--- config.mk ---
export PLATFORM = sky130hd
export DESIGN_NAME = lpht_hash
export DESIGN_NICKNAME = d
export VERILOG_FILES = /design/src/sv/lpht_pkg.sv /design/src/sv/lpht_hash.sv
export SDC_FILE = /design/constraint.sdc
export NUM_CORES = 2
export LEC_CHECK = 0
export BUFFER_PORTS_ARGS = -buffer_cell sky130_fd_sc_hd__buf_2
export CAP_MARGIN = 5
export CELL_PAD_IN_SITES_DETAIL_PLACEMENT = 0
export CELL_PAD_IN_SITES_GLOBAL_PLACEMENT = 2
export CORE_MARGIN = 4
export CORE_UTILIZATION = 44
export DETAILED_ROUTE_END_ITERATION = 6
export GPL_TIMING_DRIVEN = 1
export PLACE_DENSITY = 0.84
export SYNTH_ARGS = -nofsm -noshare
export SYNTH_HDL_FRONTEND = slang
export SYNTH_SLANG_ARGS = --single-unit
export TNS_END_PERCENT = 1
--- constraint.sdc ---
create_clock -name clk -period 10.4 [get_ports clk]
set_clock_uncertainty 0.1 [all_clocks]
set_input_delay 1.04 -clock clk [delete_from_list [all_inputs] [get_ports clk]]
set_output_delay 1.04 -clock clk [all_outputs]
set_load 0.05 [all_outputs]
--- src/sv/lpht_pkg.sv ---
// Shared types, constants and helpers for the linear probe hash table.
package lpht_pkg;

    localparam int CAPACITY_LOG2 = 12;
    localparam int SLOTS         = 1 << CAPACITY_LOG2;
    localparam int FILL_NUM      = 7;
    localparam int FILL_DEN      = 10;
    localparam int FILL_LIMIT    = (SLOTS * FILL_NUM) / FILL_DEN;
    localparam int COUNT_W       = CAPACITY_LOG2 + 1;
    localparam int FILL_W        = 13;
    localparam int KEY_W         = 64;
    localparam int VALUE_W       = 8;

    localparam logic [63:0] HASH_GAMMA = 64'h9e3779b97f4a7c15;
    localparam logic [63:0] HASH_MUL1  = 64'hbf58476d1ce4e5b9;
    localparam logic [63:0] HASH_MUL2  = 64'h94d049bb133111eb;
    localparam int          HASH_SHIFT1 = 30;
    localparam int          HASH_SHIFT2 = 27;
    localparam int          HASH_SHIFT3 = 31;

    localparam logic CMD_LOOKUP = 1'b0;
    localparam logic CMD_INSERT = 1'b1;

    typedef logic [CAPACITY_LOG2-1:0] slot_t;
    typedef logic [COUNT_W-1:0]       count_t;
    typedef logic [KEY_W-1:0]         tag_t;
    typedef logic signed [VALUE_W-1:0] value_t;
    typedef logic [FILL_W-1:0]        fill_t;

    typedef struct packed {
        tag_t   tag;
        value_t value;
    } entry_t;

    localparam int ENTRY_W = $bits(entry_t);

    typedef enum logic [2:0] {
        ST_HIT     = 3'd0,
        ST_MISS    = 3'd1,
        ST_NEW     = 3'd2,
        ST_UPDATED = 3'd3,
        ST_FULL    = 3'd4
    } status_t;

    // Fit the occupancy count to the reported width, wrapping when wider.
    function automatic fill_t fill_out(input count_t c);
        logic [FILL_W+COUNT_W-1:0] wide;
        wide = {{FILL_W{1'b0}}, c};
        return wide[FILL_W-1:0];
    endfunction

endpackage

--- src/sv/lpht_hash.sv ---
// Five-stage splitmix64 finalizer pipeline producing the start slot.
module lpht_hash (
    input  logic                 clk,
    input  logic                 rst_n,
    input  logic                 start,
    input  lpht_pkg::tag_t       key,
    output logic                 done,
    output lpht_pkg::slot_t      slot
);

    logic [4:0] vld_reg;
    logic [4:0] vld_next;

    logic [63:0] z1_reg, z1_next;
    logic [63:0] pll2_reg, pll2_next;
    logic [31:0] phl2_reg, phl2_next;
    logic [31:0] plh2_reg, plh2_next;
    logic [63:0] z3_reg, z3_next;
    logic [63:0] pll4_reg, pll4_next;
    logic [31:0] phl4_reg, phl4_next;
    logic [31:0] plh4_reg, plh4_next;
    lpht_pkg::slot_t slot_reg, slot_next;

    logic [63:0] z0;
    logic [63:0] sum3;
    logic [63:0] sum5;
    logic [63:0] z5;

    always_comb
    begin
        vld_next = {vld_reg[3:0], start};

        z0      = key + lpht_pkg::HASH_GAMMA;
        z1_next = z0 ^ (z0 >> lpht_pkg::HASH_SHIFT1);

        // first multiply, split into 32-bit partial products
        pll2_next = z1_reg[31:0] * lpht_pkg::HASH_MUL1[31:0];
        phl2_next = z1_reg[63:32] * lpht_pkg::HASH_MUL1[31:0];
        plh2_next = z1_reg[31:0] * lpht_pkg::HASH_MUL1[63:32];

        sum3    = pll2_reg + {phl2_reg + plh2_reg, 32'd0};
        z3_next = sum3 ^ (sum3 >> lpht_pkg::HASH_SHIFT2);

        pll4_next = z3_reg[31:0] * lpht_pkg::HASH_MUL2[31:0];
        phl4_next = z3_reg[63:32] * lpht_pkg::HASH_MUL2[31:0];
        plh4_next = z3_reg[31:0] * lpht_pkg::HASH_MUL2[63:32];

        sum5      = pll4_reg + {phl4_reg + plh4_reg, 32'd0};
        z5        = sum5 ^ (sum5 >> lpht_pkg::HASH_SHIFT3);
        slot_next = z5[lpht_pkg::CAPACITY_LOG2-1:0];
    end

    always_ff @(posedge clk or negedge rst_n)
    begin
        if (!rst_n)
        begin
            vld_reg <= '0;
        end
        else
        begin
            vld_reg <= vld_next;
        end
    end

    always_ff @(posedge clk)
    begin
        z1_reg   <= z1_next;
        pll2_reg <= pll2_next;
        phl2_reg <= phl2_next;
        plh2_reg <= plh2_next;
        z3_reg   <= z3_next;
        pll4_reg <= pll4_next;
        phl4_reg <= phl4_next;
        plh4_reg <= plh4_next;
        slot_reg <= slot_next;
    end

    assign done = vld_reg[4];
    assign slot = slot_reg;

endmodule

Yosys cells after proc, flatten, opt, wreduce, memory -nomap -nowiden
Index checks and enable logic that the tools add are counted.
{ "classes": {"n_addsub": 5, "multipliers": 6, "div": 0, "magnitude_cmp": 0, "eq_ne": 0, "n_shift": 0, "n_mux": 0, "bitwise_logic": 3, "reduce_logical": 0} }
{ "ops": {"columns": ["operator", "count"], "rows": [
  ["adder 61 x 64 -> 64 bit", 1],
  ["adder 64 bit, second input constant", 1],
  ["XOR 64 x 34 -> 64 bit", 1],
  ["XOR 64 x 37 -> 64 bit", 1],
  ["multiplier 32 x 29 -> 61 bit, second input constant", 1],
  ["adder 43 bit", 1],
  ["multiplier 32 x 29 -> 43 bit, second input constant", 1],
  ["adder 32 bit", 1],
  ["multiplier 32 x 29 -> 11 bit, second input constant", 1],
  ["multiplier 32 x 29 -> 32 bit, second input constant", 1],
  ["multiplier 32 x 32 -> 11 bit, second input constant", 1],
  ["multiplier 32 x 32 -> 32 bit, second input constant", 1],
  ["XOR 12 bit", 1],
  ["adder 11 bit", 1]
]} }
{ "word_totals": {"regBits": 335, "latchBits": 0, "ram_bits": 0, "mem_bits_ro": 0, "mem_count": 0} }

Longest topological paths before layout
{ "depth": {"ltp_word": 3, "mapped_depth": 25, "depth_no_buf": 25} }

Worst setup path before layout
Ideal clock, no wire load.
{ "synth_timing": {"path_kind": "reg-to-reg", "start": "register z1_reg[5]", "end": "register pll2_reg[58]", "arrival_ps": 6985, "required_ps": 10178, "setup_slack_ps": 3193, "stages_incl_launch_ff": 25, "path_buffers": 0, "synth_period_minus_slack_ps": 7207, "cell_sequence": "dfxtp_1 inv_1 fa_1 inv_1 fa_1 inv_1 fa_1 fa_1 fa_1 fa_1 inv_1 fa_1 inv_1 fa_1 inv_1 ha_1 a21o_1 a21oi_1 nor2b_1 nor4_1 a2111oi_0 o41ai_2 nor3b_1 o41a_1 xor2_1"} }
{ "synth_via": {"elab_chain_cells": 1} }
{ "synth_lines": {"columns": ["element", "line", "text"], "rows": [
  ["start: declaration", "lpht_hash.sv:14", "logic [63:0] z1_reg, z1_next;"],
  ["start signal: assignment", "lpht_hash.sv:67", "z1_reg <= z1_next;"],
  ["multiplier 32 x 29 -> 61 bit", "lpht_hash.sv:37", "pll2_next = z1_reg[31:0] * lpht_pkg::HASH_MUL1[31:0];"],
  ["net pll2_next[58]", "lpht_hash.sv:15", "logic [63:0] pll2_reg, pll2_next;"],
  ["end signal: assignment", "lpht_hash.sv:68", "pll2_reg <= pll2_next;"],
  ["end: declaration", "lpht_hash.sv:15", null]
]} }
The timed path passes the listed nets, and every way through them passes these cells.

Worst setup path after layout
{ "layout_timing": {"start": "register z1_reg[3]", "end": "register pll2_reg[58]"} }
The elaborated chain is that of the path after synthesis.

==> impl_metrics.toml <==
[run_status]
status = "finished clean"

[detailed_routing]
wl_met3_um = 8100
total_routed_wirelength_um = 174000
firstDrtPassIters = 5
wl_met1_um = 75500
wire_length_per_cell_um = 22.3
ant_nets = 0
top_layer = "met5"
via_count = 38900
first_iter_violations = 2168
total_length_of_routed_met2_wires_um = 83500
detail_route.drc_violations = 0
route.detailed.vias_per_inst = 4.98

[critical_path]
critical_path_maximum_fanout = 11
crit_arrival_ns = 9.07
crit_path_max_incr_delay_ns = 1.09
ff_to_ff_start = "z1_reg[3]"
cp-start-kind = "flip-flop"
critPathBufInv = 6
critical_path.most_common_cell = "fa_1"
critPathKind = "flip-flop to flip-flop"
timing.critical_path.slowest_stage_cell = "a2111oi_0"
worstPathCellList = "inv_1, fa_1, inv_1, fa_1, inv_1, fa_1, fa_1, fa_1, fa_1, inv_1, fa_1, inv_1, fa_1, inv_1, ha_1, nand3_1, nor3_1, o21ai_1, a2111oi_0, o41ai_2, nor3b_1, o41a_1, xor2_1"
category_of_cells_accounting_for_the_largest_share_of_critical_path_delay = "adder cells"
critPathCaptureType = "flip-flop"
startpoint = "z1_reg[3]"
crit_required_ns = 10.82

[sta]
max_clock_freq_mhz = 116
worst_pin_slew_ns = 1.24
final-hold-violation-count = 0
unrepaired_setup_endpoints_after_global_routing = "false"
setup_total_negative_slack_ns = 0
post-route-min-period_ns = 8.65
slew_viol_final = 0
slew_headroom_pct = 15.2
finish_stage_setup_viols = 0
finalCritPeriodShare_pct = 83.1

[synthesis]
synth_ff_type = "dfxtp_1"
netlist.area_leader.share_pct = 37.8
synth_sequential_area_ratio_pct = 9.84
synth_top_cell_by_area = "fa_1"
syn_inst = 5862
synth-edff-count = 0
asyncSetResetFlopFracSynth_pct = 1.72
flop_and_latch_count_out_of_synthesis = 290
synth.avg_cell_area_um2 = 10.1
synth_warnings = 0
post_synth_instance_area_um2 = 59200
ys_top_cells_by_area = "fa_1 (38%), ha_1 (23%), inv_1 (11%)"
postSynthNetCount = 8151
yosysUniqueCellTypes = 80

[placement]
dpl.hpwl_um = 156000
gp_congestion = 0.967
io_buffer_count = 79

[cells_and_area]
final_layout_size_suffix_gt1_share_pct = 3.33
largest_reg_flops = 64
filler_cell_count = 12600
final_net_count = 8297
area_growth_pct = 6.96
mostFrequentLayoutCell = "inv_1"
layout_common_cells = "inv_1 (1804), fa_1 (1119), ha_1 (1103)"

[grt]
grt_usage_pct = 25.6
globalRoute.totalOverflow = 0
first_global_vias = 43400
antenna_violations_before_repair = 5
grt_start_max_net_pins = 15
grt_first_pass_wirelength_um = 268000

[clock_network]
clk_pin_slew_worst_paths_ns = 0.06
cts_root_buf = "clkbuf_16"
clock_latency_ns = 0.62
post_cts_buffers = 0
tritoncts_clock_tree = "built"
cts-root-to-sink-buffers = 3
clock_sinks = 290
htreeDepth = 2
cts_inserted_buffers = 38
cts_hold_buffers = 0
cts-resized-gates = 0

[floorplan]
die-area_um2 = 141000
boundaryPins = 80
placement_rows = 134
initial_core_util_pct = 44.3
die_h_um = 375
core-area_um2 = 134000
die-width_um = 375

[job]
cap_viol_max_count = 0

[min_path]
holdCritPathClass = "input port to async pin"
-- worst paths after layout --
| kind | endpoint | slack [ns] | cells past startpoint |
|---|---|---|---|
| min in group clk | vld_reg[4] | 0.25 | 0 |
| worst max-delay path | pll2_reg[58] | 1.75 | 23 |
| max in group asynchronous | vld_reg[2] | 9.92 | 1 |
| worst max register to register | pll2_reg[58] | 1.75 | 23 |
| worst min-delay path | vld_reg[4] | 0.15 | 1 |
| worst min register to register | vld_reg[4] | 0.25 | 0 |
-- cells in the mapped netlist (24+ instances only) --
library cell and number:
nand2_1 105, dfxtp_1 285, xor2_1 129, o21a_1 31, a21oi_1 200, nor2b_1 24
inv_1 1804, nor3_1 31, a21o_1 121, xnor2_1 327, fa_1 1119, nand3_1 36
o21bai_1 40, nor2_1 123, o21ai_1 31, ha_1 1103, o21ai_0 65
-- stage by stage --
stage | utilization, % | hold WS [ns] | instances | worst slack, ns | instance area, µm²
after CTS | 47.4 | 0.114 | 7805 | 1.98 | 63400
after global placement | 46.5 | 0.242 | 7736 | 2.25 | 62100
after detailed placement | 46.5 | 0.239 | 7736 | 2.04 | 62100
after global routing | 47.4 | 0.137 | 7805 | 1.37 | 63400
after floorplan | - | 0.231 | 5862 | 3.19 | 59200
final | 47.4 | 0.153 | 7807 | 1.75 | 63400
-- cell type report --
type                    instances  area [µm²]  area share, %
flip-flops and latches        290        5830           9.20
repair buffers                110         628          0.991
inverters                    1805        6780           10.7
clock buffers                  46        1030           1.63
diodes                          2        5.00        0.00790
multi-input cells            3763       46600           73.6
well taps                    1768        2210           3.49
clock inverters                23         259          0.409
-- kinds of logic after synthesis --
| kind of cell | count (synthesis) | synth area share, % |
|---|---|---|
| mux | 1 | 0.0169 |
| fa+ha+maj | 2222 | 61.1 |
| xor+xnor | 456 | 6.74 |
| compound gates | 648 | 7.22 |
| simple gates | 436 | 3.62 |
| buf+inv | 1809 | 11.5 |
| flops | 290 | 9.84 |
-- per-layer routing --
metal | vias up | global-route usage [%]
li1 | 18400 | -
met1 | 19400 | 33.5
met2 | 825 | 43.7
met3 | 226 | 3.56
met4 | 4 | 8.68
met5 | - | 0
Power is left out: the tool's default activity adds up to more than one toggle a clock period on the data nets, which glitch-free logic cannot reach.
